## config.mk

```make
export PLATFORM = sky130hd
export DESIGN_NAME = vlr_ram
export DESIGN_NICKNAME = d
export VERILOG_FILES = /design/src/hdl/vlr_ram.sv
export SDC_FILE = /design/constraint.sdc
export NUM_CORES = 1
export LEC_CHECK = 0
export ABC_AREA = 1
export BUFFER_PORTS_ARGS = -buffer_cell sky130_fd_sc_hd__clkbuf_2
export CAP_MARGIN = 40
export CORE_ASPECT_RATIO = 1.5
export CORE_MARGIN = 2
export CORE_UTILIZATION = 42
export DETAILED_ROUTE_END_ITERATION = 8
export PLACE_DENSITY = 0.66
export SETUP_SLACK_MARGIN = 0.02
export SLEW_MARGIN = 30
export SYNTH_ARGS = -nofsm -noshare
export SYNTH_HDL_FRONTEND = slang
export SYNTH_SLANG_ARGS = --single-unit
```

## constraint.sdc

```tcl
create_clock -name clock -period 1.85 [get_ports clock]
set_input_delay 0.37 -clock clock [delete_from_list [all_inputs] [get_ports clock]]
set_output_delay 0.37 -clock clock [all_outputs]
set_load 0.03 [all_outputs]
```

## src/hdl/vlr_ram.sv

```systemverilog
// ----------------------------------------------------------------------------
// vlr_ram: generic single-port RAM with registered read
// One write and one read per cycle at one address.
// ----------------------------------------------------------------------------
module vlr_ram #(
   parameter int Width = 8,
   parameter int Depth = 16
) (
   input  logic                     clock,
   input  logic                     wr_en,
   input  logic [$clog2(Depth)-1:0] addr,
   input  logic [Width-1:0]         wr_data,
   output logic [Width-1:0]         rd_data
);

   logic [Width-1:0] mem_ff [Depth];
   logic [Width-1:0] rd_ff;

   // Write-first is not needed; plain read-before-write.
   always_ff @(posedge clock) begin
      if (wr_en) begin
         mem_ff[addr] <= wr_data;
      end
      rd_ff <= mem_ff[addr];
   end

   assign rd_data = rd_ff;

endmodule

```

[Word-level counts from Yosys, hierarchy flattened]
Memories as Yosys holds them, arrays and structs flattened. A register that Yosys moved wholly into a read port is not among the register bits.
Index checks and enable logic that the tools add are counted.
Widths: inputs -> output; s select.
Operators by class
  mux-type cells: 2
Operator list (count)
  $mux 1: 2
Storage, ports and cells
  memories: 1
  memory bits (writable): 128
  input bits: 14
  flip-flop bits (word level): 0
  output and inout bits: 8
  logic and storage cells: 3
Memories
  mem_ff: words 16, bits a word 8, read ports 1, clocked after memory_dff 1, wr ports 1, line 16  | logic [Width-1:0] mem_ff [Depth];

[Logic depth before layout (Yosys ltp)]
  word-level depth: 2
  depth in mapped cells: 11
  mapped depth without buffers: 9

[Worst setup path before layout]
OpenSTA, ideal clock, no wires.
  kind: input-to-reg
  from: input port addr[1]
  to: memory mem_ff[3][0], enable pin
  required time: 1.480 ns
  buffers on the path: 2
  arrival time: 1.377 ns
  setup time: 0.370 ns
  slack: 0.103 ns
  stages on the path: 4
  cell sequence: buf_2 clkbuf_1 nand3_1 nor2_1
RTL lines
  start, declared: line 11  | input logic [$clog2(Depth)-1:0] addr,
  end, declared: line 16
Straight into the memory's write port.

[Final worst setup path]
  from: register rd_ff[0] (netlist: rd_data[0]), read port of mem_ff
  to: output port rd_data[0]
RTL lines
  start, declared: line 17  | logic [Width-1:0] rd_ff;
  end, declared: line 13  | output logic [Width-1:0] rd_data
No word-level cell between the ends.

==> impl_metrics.env <==
export IMPL_critical_path_top_delay_family="flip-flops"
export IMPL_cts_tree="yes"
export IMPL_grt_pass1_wl_mm=19.4
export IMPL_grt_pass1_vias=3844
export IMPL_p_total_w=0.00743
export IMPL_required_ns=1.48
export IMPL_nFillCells=1176
export IMPL_antenna_cells=0
export IMPL_dr_total_vias=3709
export IMPL_synth_top_cell_area_share=0.687
export IMPL_max_vdd_ir_drop_mv=0.556
export IMPL_cts_max_path_buffers=2
export IMPL_rows=51
export IMPL_ys_ff_latch=136
export IMPL_maxSlewViolCount=0
export IMPL_cts_hold_buffers=0
export IMPL_grt_max_degree=41
export IMPL_hold_path_class="in2reg"
export IMPL_die_area_um2=14300
export IMPL_fin_crit_sh=0.699
export IMPL_grt_usage=0.184
export IMPL_status="completed"
export IMPL_synth_area_leaders="edfxtp_1 69%, nand2_1 23%, dfxtp_1 2.9%"
export IMPL_initial_core_util=0.430
export IMPL_cp_arrival_ns=0.92
export IMPL_syn_area_per_cell_um2=10.2
export IMPL_maxCapViolCount=0
export IMPL_io_pins=22
export IMPL_synth_flop_cell="edfxtp_1"
export IMPL_area_growth_pct=18.2
export IMPL_finalHoldViolCount=0
export IMPL_cts_sinks=136
export IMPL_grt_overflow=0
export IMPL_htreeDepth=4
export IMPL_powerDensity_nw_per_um2=1120
export IMPL_dp_hpwl_mm=8.23
export IMPL_post_cts_resized=0
export IMPL_numPortBuffers=21
export IMPL_criticalPathCategory="reg2out"
export IMPL_crit_fanout=1
export IMPL_fin_nets=608
export IMPL_synth_area_um2=5590
export IMPL_postRouteAntennaNets=0
export IMPL_yosysSeqAreaShare=0.716
export IMPL_die_h_um=145
export IMPL_critPathLaunchType="register"
export IMPL_insertion_delay_ns=0.42
export IMPL_slowest_stage="dfxtp_1"
export IMPL_first_iter_violations=289
export IMPL_max_slew_margin_rel=0.683
export IMPL_cts_buffers=17
export IMPL_finClkSkew_ns=0.00981
export IMPL_synth_edf_count=128
export IMPL_cpPeakStageDelay_ns=0.32
export IMPL_drt_wl_total_mm=12.4
export IMPL_max_freq_mhz=773
export IMPL_drive_above_1_share=0.130
export IMPL_ys_warn_count=0
export IMPL_crit_path_end_kind="output port"
export IMPL_synth_top_area_cell="edfxtp_1"
export IMPL_worstMarginPinSlew_ns=0.476
export IMPL_finalSetupTns_ns=0
export IMPL_first_pass_iters=4
export IMPL_synthCells=548
export IMPL_vias_per_cell=4.84
export IMPL_antenna_found_initial=0
export IMPL_place_gp_congestion=0.913
export IMPL_p_leak_nw=2.87
export IMPL_wire_per_inst_um=16.2
export IMPL_fin_crit_ns=1.29
export IMPL_finalSetupViolCount=0
export IMPL_synthDistinctLibCells=11
export IMPL_clockRootBuffer="clkbuf_16"
export IMPL_rsz0062_at_grt="no"
export IMPL_synth_commonest_cells="346 x nand2_1, 128 x edfxtp_1, 21 x inv_1"
export IMPL_yosysMostFrequentCell="nand2_1"
export IMPL_fp_coreArea_um2=13000
export IMPL_path_buf_inv=1
export IMPL_clkTransAtPathRegs_ns=0.06
export IMPL_fp_dieW_um=98.2
export IMPL_postCtsSetupBuffers=0
export IMPL_drc=0
export IMPL_path_cells="clkbuf_2"
export IMPL_synth_nets=562
export IMPL_synth_async_sr_flop_share=0
report_power, final:
| part | switching [W] | internal [W] |
|---|---|---|
| clock network | 0.00125 | 0.00226 |
| registers | 0.0000191 | 0.00345 |
| logic | 0.000336 | 0.000122 |
| total | 0.00161 | 0.00583 |
state kept, by name, summed over array words and instances (netlist names):
signal / cells
mem_ff: 128
rd_data: 8
area by class of cell:
cell class              count  area (µm²)  share of cell area
repair buffers             48         308              0.0466
clock inverters            15         200              0.0303
well taps                 159         199              0.0301
inverters                  23        86.3              0.0131
clock buffers              17         425              0.0644
multi-input cells         368        1390               0.210
flip-flops and latches    136        4000               0.606
final timing paths:
| kind | startpoint | endpoint | slack [ns] | depth (start not counted) |
|---|---|---|---|---|
| worst max register to register | mem_ff[3][1] | rd_data[1] | 0.86 | 8 |
| worst min register to register | mem_ff[8][2] | rd_data[2] | 0.72 | 8 |
| worst max-delay path | rd_data[0] | rd_data[0] | 0.56 | 1 |
| worst min-delay path | wr_data[0] | mem_ff[13][0] | 0.48 | 1 |
kinds of logic after synthesis:
kind of cell / share of synthesized area
AND/OR/NAND/NOR: 0.248
flip-flops: 0.716
buffers and inverters: 0.0362
layout by cell type (no fill, tap or decap), drive strengths merged:
master    instances
clkinv            7
nand2           346
dfxtp             8
bufinv            4
edfxtp          128
clkbuf           38
nor2             18
buf              27
inv              25
nand3             4
clkinvlp          2
routing by layer:
layer  vias up  GRT usage  part of all wire
met5         -          0                 0
met4         0     0.0966             0.027
met1      1733      0.207              0.39
met2       103      0.325              0.53
li1       1849          -                 -
met3        24     0.0399             0.053
metrics by stage:
stage               hold slack (ns)   util  setup slack (ns)  cell area, µm²  instances
global placement              0.704  0.460             0.300            5980        734
global route                  0.507  0.508             0.522            6610        766
detailed placement            0.711  0.460             0.298            5980        734
CTS                           0.494  0.508             0.531            6610        766
floorplan                     0.469      -             0.103            5590        548
finish                        0.480  0.508             0.557            6610        766
No activity file was read; power rests on OpenSTA's default activity.
