**src/hdl/vlr_pkg.sv**
```systemverilog
// ----------------------------------------------------------------------------
// vlr_pkg: shared types and constants for the Voronoi label and relax block
// Request kinds, default sizes and the widths of the per-site accumulators.
// ----------------------------------------------------------------------------
package vlr_pkg;

   localparam int NumSitesDefault  = 128;
   localparam int CoordBitsDefault = 12;
   localparam int IndexBits        = 7;
   localparam int ColorBits        = 24;
   localparam int SumBits          = 36;
   localparam int CountBits        = 24;
   localparam int DispBits         = 20;

   // Request kinds carried in req_tuser.
   typedef enum logic [1:0] {
      REQ_LOAD     = 2'd0,
      REQ_CLASSIFY = 2'd1,
      REQ_RELAX    = 2'd2,
      REQ_NONE     = 2'd3
   } req_kind_type;

   // Sequencer states, one-hot.
   typedef enum logic [4:0] {
      ST_IDLE  = 5'b00001,
      ST_SCAN  = 5'b00010,
      ST_ACCUM = 5'b00100,
      ST_RELAX = 5'b01000,
      ST_SEND  = 5'b10000
   } state_type;

endpackage

```
**src/hdl/vlr_divider.sv**
```systemverilog
// ----------------------------------------------------------------------------
// vlr_divider: restoring divider, one quotient bit per cycle
// Divides a sum by a pixel count; start pulses load the operands.
// ----------------------------------------------------------------------------
module vlr_divider
   import vlr_pkg::*;
(
   input  logic                 clock,
   input  logic                 reset,
   input  logic                 start,
   input  logic [SumBits-1:0]   dividend,
   input  logic [CountBits-1:0] divisor,
   output logic                 done,
   output logic [SumBits-1:0]   quotient
);

   localparam int StepBits = $clog2(SumBits + 1);

   logic [SumBits-1:0]   quo_ff, quo_in;
   logic [CountBits:0]   rem_ff, rem_in;
   logic [CountBits-1:0] div_ff, div_in;
   logic [StepBits-1:0]  cnt_ff, cnt_in;
   logic                 busy_ff, busy_in;
   logic                 done_ff, done_in;
   logic [CountBits:0]   trial;

   // One shift-subtract step per cycle.
   always_comb begin
      quo_in  = quo_ff;
      rem_in  = rem_ff;
      div_in  = div_ff;
      cnt_in  = cnt_ff;
      busy_in = busy_ff;
      done_in = 1'b0;
      trial   = {rem_ff[CountBits-1:0], quo_ff[SumBits-1]};
      if (start) begin
         quo_in  = dividend;
         rem_in  = '0;
         div_in  = divisor;
         cnt_in  = StepBits'(SumBits);
         busy_in = 1'b1;
      end else if (busy_ff) begin
         if (trial >= {1'b0, div_ff}) begin
            rem_in = trial - {1'b0, div_ff};
            quo_in = {quo_ff[SumBits-2:0], 1'b1};
         end else begin
            rem_in = trial;
            quo_in = {quo_ff[SumBits-2:0], 1'b0};
         end
         cnt_in = cnt_ff - 1'b1;
         if (cnt_ff == StepBits'(1)) begin
            busy_in = 1'b0;
            done_in = 1'b1;
         end
      end
   end

   always_ff @(posedge clock) begin
      if (reset) begin
         busy_ff <= 1'b0;
         done_ff <= 1'b0;
      end else begin
         busy_ff <= busy_in;
         done_ff <= done_in;
      end
      quo_ff <= quo_in;
      rem_ff <= rem_in;
      div_ff <= div_in;
      cnt_ff <= cnt_in;
   end

   assign done     = done_ff;
   assign quotient = quo_ff;

endmodule

```
**config.mk**
```make
export PLATFORM = sky130hd
export DESIGN_NAME = vlr_divider
export DESIGN_NICKNAME = d
export VERILOG_FILES = /design/src/hdl/vlr_pkg.sv /design/src/hdl/vlr_divider.sv
export SDC_FILE = /design/constraint.sdc
export NUM_CORES = 1
export LEC_CHECK = 0
export BUFFER_PORTS_ARGS = -buffer_cell sky130_fd_sc_hd__buf_2
export CAP_MARGIN = 20
export CORE_ASPECT_RATIO = 0.5
export CORE_MARGIN = 2
export CORE_UTILIZATION = 48
export DETAILED_ROUTE_END_ITERATION = 12
export GPL_TIMING_DRIVEN = 0
export PLACE_DENSITY = 0.71
export SLEW_MARGIN = 20
export SYNTH_ARGS = -nofsm -noshare
export SYNTH_HDL_FRONTEND = slang
export SYNTH_SLANG_ARGS = --single-unit
```
**constraint.sdc**
```tcl
create_clock -name clock -period 2.9 [get_ports clock]
set_input_delay 0.29 -clock clock [delete_from_list [all_inputs] [get_ports clock]]
set_output_delay 0.29 -clock clock [all_outputs]
set_load 0.02 [all_outputs]
```
After elaboration in Yosys (flattened, before gate mapping)
Index checks and enable logic that the tools add are counted.

Bitwise logic cells: 1. $add $sub $neg: 2. Reduce and logical (&&, ||, !) cells: 2. Magnitude comparators: 1. Eq/ne operators: 1. Multiplexer cells: 8.

Operators with widths (count): 2-to-1 mux 36 bit (2); greater-or-equal comparator 25 x 24 -> 1 bit (1); 2-to-1 mux 24 bit (1); subtractor 24 bit (1); equality test 6 x 1 -> 1 bit, second input constant (1); subtractor 6 x 1 -> 6 bit, second input constant (1); 2-to-1 mux 1 bit (5); OR reduction 3 bit (1); nonzero test 2 bit (1); NOT 1 bit (1).

Bits in registers: 92. Word-level logic and storage cells: 21. Output and inout bits: 37. Input port bits: 63.

Longest topological paths before layout
Depth after elaboration: 4. Mapped depth: 13. Gate-level depth less buffers: 11.

Worst setup path before layout
Ideal clock, no wire load.

Path kind: reg2reg. From: register quo_ff[35], in the netlist quotient[35]. To: register rem_ff[22]. Setup time: 0.091 ns. Cell stages (with the launch flop): 12. Data required time: 2.809 ns. Buffers on the path: 0. Setup slack: 0.246 ns. Arrival time: 2.563 ns. Period minus slack after synthesis: 2.654 ns. Cells stage by stage: edfxtp_1 > inv_1 > ha_1 > fa_1 > nor2b_1 > o2111ai_1 > and3b_1 > o2111ai_1 > a31o_2 > a211oi_1 > a31o_2 > a311oi_1.

Cells in the longest elaborated chain, start to end: 2. Elaborated cells between the ends (all ways): 3. Classes of those cells: add/sub (1); order compare (1); mux (1).

Ends and longest elaborated chain: from (decl) (line vlr_divider.sv:19) `logic [SumBits-1:0] quo_ff, quo_in;`; from (signal assigned) (line vlr_divider.sv:66) `quo_ff <= quo_in;`; subtractor 24 bit / greater-or-equal comparator 25 x 24 -> 1 bit (equally long branches) (line vlr_divider.sv:44, vlr_divider.sv:43); 2-to-1 mux 24 bit * (line vlr_divider.sv:43) `if (trial >= {1'b0, div_ff}) begin`; to (signal assigned) (line vlr_divider.sv:67) `rem_ff <= rem_in;`; to (decl) (line vlr_divider.sv:20) `logic [CountBits:0] rem_ff, rem_in;`.

Mark *: on every way between the ends. The rest lies on a longest branch, timed or not. A chain may end at the register's enable or synchronous reset.

Worst setup path in the final report
From: register quo_ff[35], in the netlist quotient[35]. To: register rem_ff[20].

The elaborated chain is that of the path after synthesis.

==> results <==
- The run finished with clean final reports.
- For this configuration, the core starts out at a cell density of about 49%.
- Global routing used around a fifth of the available tracks across all layers.
- The leading area contributor after synthesis is sky130_fd_sc_hd__edfxtp_1.
- The die area is roughly 11000 µm².
- The count of filler cells inserted in the layout is 876.
- Across the run, the number of max-cap violations was 0.
- Setup violations remaining at the end of the flow were counted as 0.
- The total vias in the final route is about 3900.
- For this run, the number of Yosys warnings is 0.
- The number of antenna violations at the first check in global routing is 0.
- The width of the die is approximately 150 µm.
- The share of the yosys chip area belonging to registers is a little under 50%.
- The worst register-to-register path begins at quotient[35].
- The routed design has 11680 µm of wire.
- By area, the combinational part of the netlist is dominated by compound AO/OA/AOI/OAI gates.
- The hold-fix buffer count after cts is 0.
- The final count of hold timing violations was 0.
- The startpoint kind of the worst setup timing path is a flop.
- The final setup skew is 0.007511 ns.
- The number of flip-flops and latches in the synthesized netlist is between 90 and 100.
- The multi-input combinational cells in the finished layout cover a total of approximately 2400 µm².
- Cells with a size suffix above 1 make up between 30% and 40% of the layout.
- The CTS tree is built.
- The cell chosen for the clock root is sky130_fd_sc_hd__clkbuf_16.
- The number of DRC violations after detailed routing is 0.
- Yosys attributes the largest share of cell area to sky130_fd_sc_hd__edfxtp_1 36%, sky130_fd_sc_hd__dfxtp_1 13%, sky130_fd_sc_hd__mux2_2 8.0%.
- Yosys mapped a number of flops with a built-in enable equal to 60.
- STA puts the critical path data arrival time at slightly above 3 ns.
- The worst-case IR drop observed on VDD is about 320 µV.
- The post-synthesis cell count is between 400 and 500.
- Synthesis produced a netlist with a net count of 553.
- From synthesis to final layout, the design area changed by 20.35%.
- The top cell type by area accounts for a little over a third of the synthesized area.
- For this design the top-level I/O count stands at 100.
- The worst slew slack as a fraction of its limit is between 40% and 50%.
- The worst setup path is of the flop to flop kind.
- The async set or reset register ratio after synthesis is 0%.
- The worst setup slack for register-to-register paths is approximately 0.11 ns.
- The post-synthesis average cell area is between 10 and 15 µm².
- The clock reaches the later pin of the worst-skew pair after between 0.3 and 0.4 ns.
- The netlist area before placement is ~5100 µm².
- The floorplan has 26 rows.
- The via count of the first global-routing pass is about 3800.
- The number of nets with antenna violations after routing is 0.
- The final antenna diode count is 0.
- The share of the cycle needed by the critical path after routing is a little over nine tenths.
- The top cell types in the final layout, fill and taps aside, are 101 x sky130_fd_sc_hd__buf_2, 60 x sky130_fd_sc_hd__edfxtp_1, 36 x sky130_fd_sc_hd__mux2_2, 35 x sky130_fd_sc_hd__nor2_1, 33 x sky130_fd_sc_hd__inv_1.
- Among all flip-flop cells after synthesis, the most frequent one is sky130_fd_sc_hd__edfxtp_1.
- At the end of routability-driven placement, the weighted congestion stood at 0.8207.
- The quantity of I/O buffers inserted on ports is between 90 and 100.
- The endpoint type of the worst setup path is a flop.
- The area taken by flip-flops and latches is roughly 2400 µm².
- The clock passes through at most 2 buffers.
- Clock-pin slew was measured on the worst setup and hold paths at 0.07 ns.
- For this run, the post-layout net count is between 600 and 700.
- Of all nets on the critical path, the largest fanout is 3.
- The multiplexer fraction of the synthesized cell area is under 10%.
- The max-slew violation count is 0.
- Once layout is done, the placed cells without fillers occupy 6098 µm².
- For the finished layout, the period the worst path requires is between 2 and 3 ns.
- The min-delay analysis places its worst path in the category input port to flop.
- The depth of the most critical reg-to-reg path is 11.
- The xor/xnor share of the synthesized area is ~3.1%.
- The termination of the worst setup path is rem_ff[20].
- The floorplan step defined a core boundary enclosing ~10000 µm².
- In this run the power density over the cells is roughly 630 nW/µm².
- The source of the critical timing path is quotient[35].
- The die extent in y is between 70 and 80 µm.
- The detailed-placement wirelength estimate is 8350 µm.
- The post-synthesis compound-gate area fraction is approximately 17%.
- The adder-cell share of the synthesized area is ~7%.
- The endpoint identified for the worst register-to-register timing path is rem_ff[20].
- The clock sink count is between 90 and 100.
- The H-tree generated during clock tree synthesis spans 3 levels.
- Counting the buffers created by CTS gives 9.
- The critical path required time is approximately 3.2 ns.
- At the pin with the least slew margin, the transition time is 0.8611 ns.
- Dividing the detail-routed via count by the number of cells gives ~5.5.
- The first-pass iteration count of the detailed router is 5.
- Summed over all cells, the static leakage comes to about 2.5 nW.
- The distinct cell type count of the synthesized netlist is 62.
- Entering global routing, the biggest net connects 37 pins.
- The first-iteration detailed-routing DRC count is 216.
- The first-pass GRT wire length is ~19000 µm.
- The area of placed instances is 5738 µm².
- The most common cell after layout, fill and taps aside is sky130_fd_sc_hd__buf_2.
- The total overflow left after global routing is 0.
- After detailed routing, the average wire length per cell comes to between 15 and 20 µm.
- The basic-gate share of the synthesized area counting and, or, nand and nor cells is 10.77%.
- The final design utilization is just under 60%.
- The maximum frequency from static timing analysis is roughly 360 MHz.
- Along the worst hold path, the cell count comes to 1.
-- cells by family (layout without fill, tap and decap cells) --
family,Yosys count,after routing
compound gates,115,115
simple gates,111,111
flops,92,92
buf+inv,54,170
mux,46,46
fa+ha+maj,27,27
xor+xnor,18,18
-- worst min-delay path by stage --
stage / startpoint / end
5_1_grt: divisor[18] / div_ff[18]
2_1_floorplan: reset / busy_ff
3_3_place_gp: divisor[15] / div_ff[15]
4_1_cts: divisor[23] / div_ff[23]
6_report: divisor[13] / div_ff[13]
3_5_place_dp: divisor[8] / div_ff[8]
-- routing by layer --
layer  track usage, %  vias to the layer above  routed length, µm
met5                0                        -                  0
met4            5.333                        0                124
met3            6.726                       13                964
met2            31.34                      147               5083
met1            29.46                     1830               5512
li1                 -                     1935                  -
-- critical path: stages (launching register included) --
cell,delay [ns]
sky130_fd_sc_hd__edfxtp_1,0.38
sky130_fd_sc_hd__inv_1,0.06
sky130_fd_sc_hd__ha_1,0.21
sky130_fd_sc_hd__fa_1,0.40
sky130_fd_sc_hd__nor2b_2,0.21
sky130_fd_sc_hd__o2111ai_2,0.15
sky130_fd_sc_hd__and3b_1,0.23
sky130_fd_sc_hd__o2111ai_2,0.28
sky130_fd_sc_hd__a31oi_1,0.18
sky130_fd_sc_hd__a221oi_1,0.29
sky130_fd_sc_hd__o211ai_1,0.15
sky130_fd_sc_hd__a21oi_1,0.17
-- area by class of cell --
class,count,share of cell area (%)
Clock inverter,7,1.764
Inverter,34,2.093
Timing Repair Buffer,100,8.248
Sequential cell,92,40.05
Buffer,20,1.723
Multi-Input combinational cell,317,39.56
Tap cell,140,2.872
Clock buffer,9,3.693
-- power breakdown --
| part | switching [mW] | total [mW] | leakage [nW] | internal, mW |
|---|---|---|---|---|
| registers | 0.0714 | 1.60 | 0.861 | 1.53 |
| clock network | 0.539 | 1.31 | 0.160 | 0.772 |
| logic | 0.543 | 0.934 | 1.50 | 0.392 |
-- synth_stat cells, types with 3 or more instances --
cell type,number
sky130_fd_sc_hd__a31o_2,3
sky130_fd_sc_hd__o21bai_1,5
sky130_fd_sc_hd__o21a_1,7
sky130_fd_sc_hd__inv_1,33
sky130_fd_sc_hd__clkbuf_1,11
sky130_fd_sc_hd__mux2i_1,10
sky130_fd_sc_hd__nor2_1,35
sky130_fd_sc_hd__edfxtp_1,60
sky130_fd_sc_hd__mux2_2,36
sky130_fd_sc_hd__xnor2_1,10
sky130_fd_sc_hd__dfxtp_1,32
sky130_fd_sc_hd__a211oi_1,20
sky130_fd_sc_hd__nor3_1,9
sky130_fd_sc_hd__a21oi_1,23
sky130_fd_sc_hd__a21o_1,6
sky130_fd_sc_hd__nand2_1,31
sky130_fd_sc_hd__o21ai_0,13
sky130_fd_sc_hd__ha_1,26
sky130_fd_sc_hd__a311oi_1,9
sky130_fd_sc_hd__xor2_1,8
sky130_fd_sc_hd__or3_1,4
sky130_fd_sc_hd__nand3_1,7
sky130_fd_sc_hd__nand2b_1,3
sky130_fd_sc_hd__o31ai_1,3
sky130_fd_sc_hd__nor4_1,3
sky130_fd_sc_hd__nor2b_1,6
sky130_fd_sc_hd__buf_1,4
-- through the flow --
step                      setup TNS, ns  hold slack, ns  cells  setup slack, ns  total power [mW]
after CTS                             0          0.1098    718          0.05272             3.860
after global placement          -0.8811          0.4659    702         -0.02545             2.526
after floorplan                       0          0.3624    463           0.2460             2.288
after global routing          -0.005853          0.1080    719        -0.005853             4.025
final                                 0          0.1183    719           0.1107             3.851
after detailed placement         -1.523          0.4681    702         -0.04309             2.545
-- what timing repair did --
action,CTS,global route
setup endpoints to repair,2,12
resized for setup,1,4
buffers inserted,0,1
pin swaps,0,0
-- sequential cells by signal (all words and copies together), names as in the netlist --
register	count
rem_ff	24
div_ff	24
done	1
cnt_ff	6
busy_ff	1
quotient	36
Power figures use the tool's default switching activity.
