<file path="config.mk">
export PLATFORM = sky130hd
export DESIGN_NAME = vlr_cell
export DESIGN_NICKNAME = d
export VERILOG_FILES = /design/src/hdl/vlr_pkg.sv /design/src/hdl/vlr_cell.sv
export SDC_FILE = /design/constraint.sdc
export NUM_CORES = 1
export LEC_CHECK = 0
export ABC_AREA = 0
export BUFFER_PORTS_ARGS = -buffer_cell sky130_fd_sc_hd__buf_2
export CORE_ASPECT_RATIO = 1.25
export CORE_MARGIN = 2
export CORE_UTILIZATION = 30
export CTS_CLUSTER_SIZE = 16
export DETAILED_ROUTE_END_ITERATION = 8
export PLACE_DENSITY = 0.45
export SLEW_MARGIN = 15
export SYNTH_ARGS = -nofsm -noshare
export SYNTH_HDL_FRONTEND = slang
export SYNTH_SLANG_ARGS = --single-unit
</file>
<file path="constraint.sdc">
create_clock -name clock -period 11 [get_ports clock]
set_input_delay 0.55 -clock clock [delete_from_list [all_inputs] [get_ports clock]]
set_output_delay 0.55 -clock clock [all_outputs]
set_load 0.05 [all_outputs]
</file>
<file path="src/hdl/vlr_pkg.sv">
// ----------------------------------------------------------------------------
// vlr_pkg: shared types and constants for the Voronoi label and relax block
// Request kinds, default sizes and the widths of the per-site accumulators.
// ----------------------------------------------------------------------------
package vlr_pkg;

   localparam int NumSitesDefault  = 128;
   localparam int CoordBitsDefault = 12;
   localparam int IndexBits        = 7;
   localparam int ColorBits        = 24;
   localparam int SumBits          = 36;
   localparam int CountBits        = 24;
   localparam int DispBits         = 20;

   // Request kinds carried in req_tuser.
   typedef enum logic [1:0] {
      REQ_LOAD     = 2'd0,
      REQ_CLASSIFY = 2'd1,
      REQ_RELAX    = 2'd2,
      REQ_NONE     = 2'd3
   } req_kind_type;

   // Sequencer states, one-hot.
   typedef enum logic [4:0] {
      ST_IDLE  = 5'b00001,
      ST_SCAN  = 5'b00010,
      ST_ACCUM = 5'b00100,
      ST_RELAX = 5'b01000,
      ST_SEND  = 5'b10000
   } state_type;

endpackage

</file>
<file path="src/hdl/vlr_cell.sv">
// ----------------------------------------------------------------------------
// vlr_cell: one stage of the nearest-site comparison chain
// Holds one site's position and color and passes the running best onward.
// ----------------------------------------------------------------------------
module vlr_cell
   import vlr_pkg::*;
#(
   parameter int CoordBits = CoordBitsDefault,
   parameter int IdxBits   = IndexBits,
   parameter int MyIndex   = 0
) (
   input  logic                   clock,
   input  logic                   load_en,
   input  logic [CoordBits-1:0]   load_col,
   input  logic [CoordBits-1:0]   load_row,
   input  logic [ColorBits-1:0]   load_color,
   input  logic                   move_en,
   input  logic [CoordBits-1:0]   move_col,
   input  logic [CoordBits-1:0]   move_row,
   output logic [CoordBits-1:0]   site_col,
   output logic [CoordBits-1:0]   site_row,
   input  logic [CoordBits-1:0]   px_in,
   input  logic [CoordBits-1:0]   py_in,
   input  logic                   hit_in,
   input  logic [IdxBits-1:0]     best_in,
   input  logic [2*CoordBits:0]   dist_in,
   input  logic [ColorBits-1:0]   color_in,
   output logic [CoordBits-1:0]   px_out,
   output logic [CoordBits-1:0]   py_out,
   output logic                   hit_out,
   output logic [IdxBits-1:0]     best_out,
   output logic [2*CoordBits:0]   dist_out,
   output logic [ColorBits-1:0]   color_out
);

   logic [CoordBits-1:0] col_ff, row_ff;
   logic [ColorBits-1:0] color_ff;
   logic [CoordBits-1:0] dx, dy;
   logic [2*CoordBits:0] dist_sq;
   logic [CoordBits-1:0] px_ff, py_ff;
   logic                 hit_ff;
   logic [IdxBits-1:0]   best_ff;
   logic [2*CoordBits:0] dist_ff;
   logic [ColorBits-1:0] bcolor_ff;

   // Site storage, written by loads and relax moves.
   always_ff @(posedge clock) begin
      if (load_en) begin
         col_ff   <= load_col;
         row_ff   <= load_row;
         color_ff <= load_color;
      end else if (move_en) begin
         col_ff <= move_col;
         row_ff <= move_row;
      end
   end

   // Squared distance to the incoming pixel.
   always_comb begin
      dx      = (px_in > col_ff) ? px_in - col_ff : col_ff - px_in;
      dy      = (py_in > row_ff) ? py_in - row_ff : row_ff - py_in;
      dist_sq = (2*CoordBits+1)'(dx * dx) + (2*CoordBits+1)'(dy * dy);
   end

   // Pass the best so far; an earlier exact hit freezes it, ties go higher.
   always_ff @(posedge clock) begin
      px_ff <= px_in;
      py_ff <= py_in;
      if (hit_in) begin
         hit_ff    <= 1'b1;
         best_ff   <= best_in;
         dist_ff   <= dist_in;
         bcolor_ff <= color_in;
      end else if (px_in == col_ff && py_in == row_ff) begin
         hit_ff    <= 1'b1;
         best_ff   <= IdxBits'(MyIndex);
         dist_ff   <= '0;
         bcolor_ff <= '0;
      end else if (MyIndex == 0 || dist_sq <= dist_in) begin
         hit_ff    <= 1'b0;
         best_ff   <= IdxBits'(MyIndex);
         dist_ff   <= dist_sq;
         bcolor_ff <= color_ff;
      end else begin
         hit_ff    <= 1'b0;
         best_ff   <= best_in;
         dist_ff   <= dist_in;
         bcolor_ff <= color_in;
      end
   end

   assign site_col  = col_ff;
   assign site_row  = row_ff;
   assign px_out    = px_ff;
   assign py_out    = py_ff;
   assign hit_out   = hit_ff;
   assign best_out  = best_ff;
   assign dist_out  = dist_ff;
   assign color_out = bcolor_ff;

endmodule
</file>
# Yosys cells after proc, flatten, opt, wreduce, memory -nomap -nowiden
# Index checks and enable logic that the tools add are counted.
# word_totals
register_bits	129
input_bits	156
out_inout_bits	105
word_cells	33
# op_classes
n_addsub	5
mul	2
order_cmp	2
n_eq_ne	2
n_mux	11
n_reduce_logical	2
# ops
op	count
$mux W12	6
$mux W25	2
$mul A12 B12 Y24	2
$mux W24	2
$sub A12 B12 Y12	4
$add A24 B24 Y25	1
$eq A12 B12 Y1	2
$gt A12 B12 Y1	2
$reduce_bool A2 Y1	1
$logic_and A1 B1 Y1	1
$mux W1	1

# Depth between registers and ports, before layout
# logic_depth
word_depth	6
ltp_mapped	38
mapped_depth_nobuf	36

# Worst setup path before layout
# OpenSTA, ideal clock, no wires.
# synth_timing
path_kind	flip-flop to flip-flop
from	reg row_ff[1], in the netlist site_row[1]
to	reg dist_ff[23], in the netlist dist_out[23]
setup_time_ns	0.128
t_arrival_ns	8.623
t_required_ns	10.872
slack_ns	2.249
path_stages_with_launch	33
path_buffers	1
period_less_slack_ns	8.751
cell_sequence	edfxtp_1 -> inv_1 -> fa_1 -> a211oi_1 -> o21ai_0 -> nand2_1 -> o31a_1 -> buf_4 -> mux2i_1 -> xor2_1 -> inv_1 -> nand2_1 -> inv_1 -> fa_1 -> inv_1 -> fa_1 -> inv_1 -> fa_1 -> fa_1 -> fa_1 -> fa_1 -> inv_1 -> fa_1 -> inv_1 -> ha_1 -> a21oi_1 -> o21ai_0 -> a2111o_1 -> o221ai_1 -> o21bai_1 -> a221oi_1 -> xor2_1 -> o21ai_0
# synth_via
elab_chain_cells	6
word_cells_on_any_way	10
cone_classes	3 x add/sub; 1 x mul; 1 x order compare; 1 x eq/ne; 3 x mux; 1 x reduce/logical
# synth_lines
item	line	rtl
start, declared	vlr_cell.sv:36	logic [CoordBits-1:0] col_ff, row_ff;
start signal, assigned	vlr_cell.sv:50	row_ff <= load_row;
start signal, assigned	vlr_cell.sv:54	row_ff <= move_row;
$sub A12 B12 Y12 or $gt A12 B12 Y1 (tied branches)	vlr_cell.sv:61	dy = (py_in > row_ff) ? py_in - row_ff : row_ff - py_in;
$mux W12	vlr_cell.sv:61	
$mul A12 B12 Y24	vlr_cell.sv:62	dist_sq = (2*CoordBits+1)'(dx * dx) + (2*CoordBits+1)'(dy * dy);
$add A24 B24 Y25	vlr_cell.sv:62	
$mux W25 (*)	vlr_cell.sv:74	end else if (px_in == col_ff && py_in == row_ff) begin
$mux W25 (*)	vlr_cell.sv:69	if (hit_in) begin
end signal, assigned	vlr_cell.sv:72	dist_ff <= dist_in;
end signal, assigned	vlr_cell.sv:82	dist_ff <= dist_sq;
end signal, assigned	vlr_cell.sv:87	dist_ff <= dist_in;
end, declared	vlr_cell.sv:43	logic [2*CoordBits:0] dist_ff;
# Mark *: on every way between the ends. The rest lies on a longest branch, timed or not.
# A chain may end at the register's enable or synchronous reset.

# Final worst setup path
# layout_timing
from	reg col_ff[0], in the netlist site_col[0]
to	reg dist_ff[23], in the netlist dist_out[23]
# layout_via
elab_chain_cells	6
word_cells_on_any_way	10
cone_classes	3 x add/sub; 1 x mul; 1 x order compare; 1 x eq/ne; 3 x mux; 1 x reduce/logical
# layout_lines
item	line	rtl
start, declared	vlr_cell.sv:36	
start signal, assigned	vlr_cell.sv:49	col_ff <= load_col;
start signal, assigned	vlr_cell.sv:53	col_ff <= move_col;
$sub A12 B12 Y12 or $gt A12 B12 Y1 (tied branches)	vlr_cell.sv:60	dx = (px_in > col_ff) ? px_in - col_ff : col_ff - px_in;
$mux W12	vlr_cell.sv:60	
$mul A12 B12 Y24	vlr_cell.sv:62	
$add A24 B24 Y25	vlr_cell.sv:62	
$mux W25 (*)	vlr_cell.sv:74	
$mux W25 (*)	vlr_cell.sv:69	
# Marked as above.

==> results.env <==
CLK-INSERTION-DELAY-LATE_NS=0.45
CTS-BUFFERS-INSERTED=17
CLOCK-SKEW-FINAL_NS=0.01978
DRT_PRE_ANTENNA_ITERS=4
PATH_MAX_FANOUT=17
R2R.WORST_PATH.CELLS=29
SYN-INSTANCE-COUNT=1410
SLEW_HEADROOM_PCT=39.47
MAX_CLK_RATE_GHz=0.1018
COUNT_OF_DISTINCT_CELL_TYPES_IN_THE_SYNTHESIZED_NETLIST=71
TRITONCTS_NUM_SINKS=129
GP_ROUTABILITY_CONGESTION=0.8639
POST_DRT_VIA_CELL_RATIO=4.555
START_KIND='flop'
CRITICAL-PATH-TOP-CELL-BY-COUNT='sky130_fd_sc_hd__fa_1'
DRT-INITIAL-DRC-COUNT=316
OVERFLOW=0
WL_MET2_UM=21630
CTS_HOLD_BUF=0
SETUP_REPAIR_AFTER_GLOBAL_ROUTING_MISSED_ITS_MARGIN='false'
FLOORPLAN.DIE.WIDTH_UM=197.5
PATH_CLK_SLEW_NS=0.06
NUM-FILL-CELLS=4764
FINAL.PERIOD_UTILIZATION_PCT=89.28
NUMBER_OF_SYNTHESIS_WARNINGS=0
FIRST_GLOBAL_VIAS=11330
SYNTH_SEQUENTIAL_AREA_RATIO_PCT=21.82
ANTENNA_VIOLATIONS_BEFORE_REPAIR=0
SETUP_TOTAL_NEGATIVE_SLACK_NS=0
WORST_SETUP_PATH_END_KIND='flop'
PLACEABLECOREAREA_UM2=46130
ESTIMATED_WIRELENGTH_OF_THE_DETAIL_PLACED_DESIGN_UM=32840
HOLD_VIOLATIONS=0
DRC=0
DIE_AR_UM2=48550
TIGHTEST_SLEW_NS=0.9049
WORST-ENDPOINT-REQUIRED_NS=11.33
SYNTH_EDF_COUNT=48
ROW_COUNT=88
M1WIRELENGTH_UM=14660
TOP_LAYER='met4'
GRT_START_MAX_NET_PINS=58
TOTALWIRELENGTH_UM=38700
SYNTH.CELL_AREA_UM2=14040
DIE_HEIGHT_UM=245.8
FINALSETUPVIOLCOUNT=0
FINAL_CORE_UTIL_PCT=36.13
POST_PLACEMENT_CELL_AREA_UM2=16070
CTS_ROOT_BUF='sky130_fd_sc_hd__clkbuf_16'
DESIGN_AREA_UM2=16670
DRTANTENNAVIOLNETS=0
CRITICAL-PATH-SLOWEST-CELL='sky130_fd_sc_hd__and2_1'
DETAIL_ROUTE.WL_PER_CELL_UM=17.03
VIA_TOTAL_AFTER_DETAILED_ROUTING=10350
SETUP.WORST_PATH.CLASS='reg -> reg'
POST_ROUTE_CELLS_DRIVE_ABOVE_1_SHARE_PCT=22.29
STATUS='finished, final reports clean'
ANTENNA_CELLS_INSERTED=0
START_UTIL_PCT=30.43
HOLD_PATH_CLASS='in -> reg'
CLOCK_PATH_BUFFERS=2
YS_ASYNC_SR_FRACTION_PCT=0
CLOCK_TREE.HTREE_LEVEL_COUNT=4
NUM-NETS-FINAL=2186
TIMING.CRITICAL_PATH.SLOWEST_CELL_DELAY_NS=0.64
PORT-BUFFER-COUNT=260
SYN_AVG_CELL_AREA_UM2=9.955
SYNTH_SEQ_CELLS=129
GLOBAL_ROUTE_WIRE_LENGTH_BEFORE_REPAIR_UM=60900
WORST_HOLD_PATH.NUM_CELLS=1
GLOBAL_ROUTE.USAGE.TOTAL_PCT=16.72
POST_CTS_RESIZE_COUNT=0
SYNTHTOLAYOUTAREAGROWTH_PCT=18.75
MET3_WIRELENGTH_UM=986
POSTCTSSETUPBUFFERS=0
IO-PIN-COUNT=261
DRV.MAX_CAP_VIOLATION_COUNT=0
FINAL_MAX_SLEW_VIOL_COUNT=0
MIN_CYCLE_TIME_LAYOUT_NS=9.821
CRITPATHARRIVALTIME_NS=10.15
YS_DOMINANT_REG_CELL='sky130_fd_sc_hd__dfxtp_1'
SYN_NETS=1922
TRITONCTS='done'
[sequential cells by signal, summed over array words and instances (netlist names)]
name and flops:
color_out 24, site_row 12, py_out 12, px_out 12
color_ff 24, best_out 7, site_col 12, dist_out 25
hit_out 1
[final timing paths]
path | startpoint | slack [ns] | to
setup / recovery | site_col[0] | 1.18 | dist_out[23]
hold / removal | px_in[11] | 0.23 | px_out[11]
setup reg to reg | site_col[0] | 1.18 | dist_out[23]
hold reg to reg | color_ff[13] | 0.45 | color_out[13]
[cell type report]
type                            instances  area, µm²  area share [%]
Multi-Input combinational cell        925       9615           57.69
Clock buffer                           19      464.2           2.785
Inverter                              321       1205           7.229
Sequential cell                       129       3063           18.38
Clock inverter                         13      137.6          0.8257
Timing Repair Buffer                  280       1451           8.707
Tap cell                              585      732.0           4.391
[worst max-delay path, delay by kind of cell, from the launching register on]
| kind | cells | cell delay, ns |
|---|---|---|
| compound gates | 9 | 2.15 |
| xor+xnor | 2 | 0.76 |
| flops | 1 | 0.43 |
| buf+inv | 5 | 0.62 |
| fa+ha+maj | 9 | 4.30 |
| simple gates | 4 | 1.43 |
[cell usage in the layout (no fill, tap or decap), types with 18 or more instances in the layout]
master                        n
sky130_fd_sc_hd__a21o_1      29
sky130_fd_sc_hd__a21oi_1     39
sky130_fd_sc_hd__a22o_1      32
sky130_fd_sc_hd__buf_2      260
sky130_fd_sc_hd__buf_4       20
sky130_fd_sc_hd__clkbuf_16   18
sky130_fd_sc_hd__dfxtp_1     81
sky130_fd_sc_hd__edfxtp_1    48
sky130_fd_sc_hd__fa_1       203
sky130_fd_sc_hd__ha_1       153
sky130_fd_sc_hd__inv_1      311
sky130_fd_sc_hd__mux2_2      27
sky130_fd_sc_hd__nand2_1     77
sky130_fd_sc_hd__nand2b_1    29
sky130_fd_sc_hd__nor2_1      98
sky130_fd_sc_hd__o21ai_0     36
sky130_fd_sc_hd__xnor2_1     18
sky130_fd_sc_hd__xor2_1      24
[routing by layer]
| layer | track usage, % | vias to the layer above |
|---|---|---|
| li1 | - | 4997 |
| met1 | 17.80 | 5128 |
| met2 | 32.31 | 175 |
| met3 | 2.524 | 49 |
| met4 | 7.165 | 0 |
| met5 | 0 | - |
[per-stage QoR]
stage	setup slack, ns	instances	hold slack, ns
after detailed placement	1.016	2240	0.4397
after floorplan	2.249	1410	0.4355
final	1.179	2272	0.2312
after global routing	0.4051	2272	0.2035
after global placement	1.184	2240	0.4374
after CTS	1.135	2272	0.1815
[cell usage after synthesis (all sizes together) (6+ instances only)]
cell    number  area (µm²)
a22o        32       280.3
and2        10       62.56
clkbuf      19       71.32
o21ai       37       185.2
a211oi      12       90.09
a31oi        6       37.54
nor2        99       379.1
nor3        11       60.06
nand2b      29       181.4
nand4        7       50.05
nand2       77       289.0
a21o        29       217.7
buf         16       93.84
ha         153        1914
fa         203        4064
xnor2       24       277.8
nand3       17       85.08
xor2        25       226.5
mux2        27       304.0
a21oi       41       209.0
nor2b        8       50.05
dfxtp       81        1622
or2          8       50.05
mux2i       10       100.1
edfxtp      48        1441
inv        319        1197
[logic make-up after synthesis]
| group | after synthesis | share of synthesized area (%) |
|---|---|---|
| DFF | 129 | 21.82 |
| adders and majority gates | 356 | 42.59 |
| muxes | 37 | 2.879 |
| AOI/OAI and AO/OA | 194 | 9.529 |
| and+or+nand+nor | 289 | 9.832 |
| xor gates and xnor gates | 49 | 3.592 |
| buffers and inverters | 356 | 9.760 |
Power is left out: the tool's default activity adds up to more than one toggle a clock period on the data nets, which glitch-free logic cannot reach.
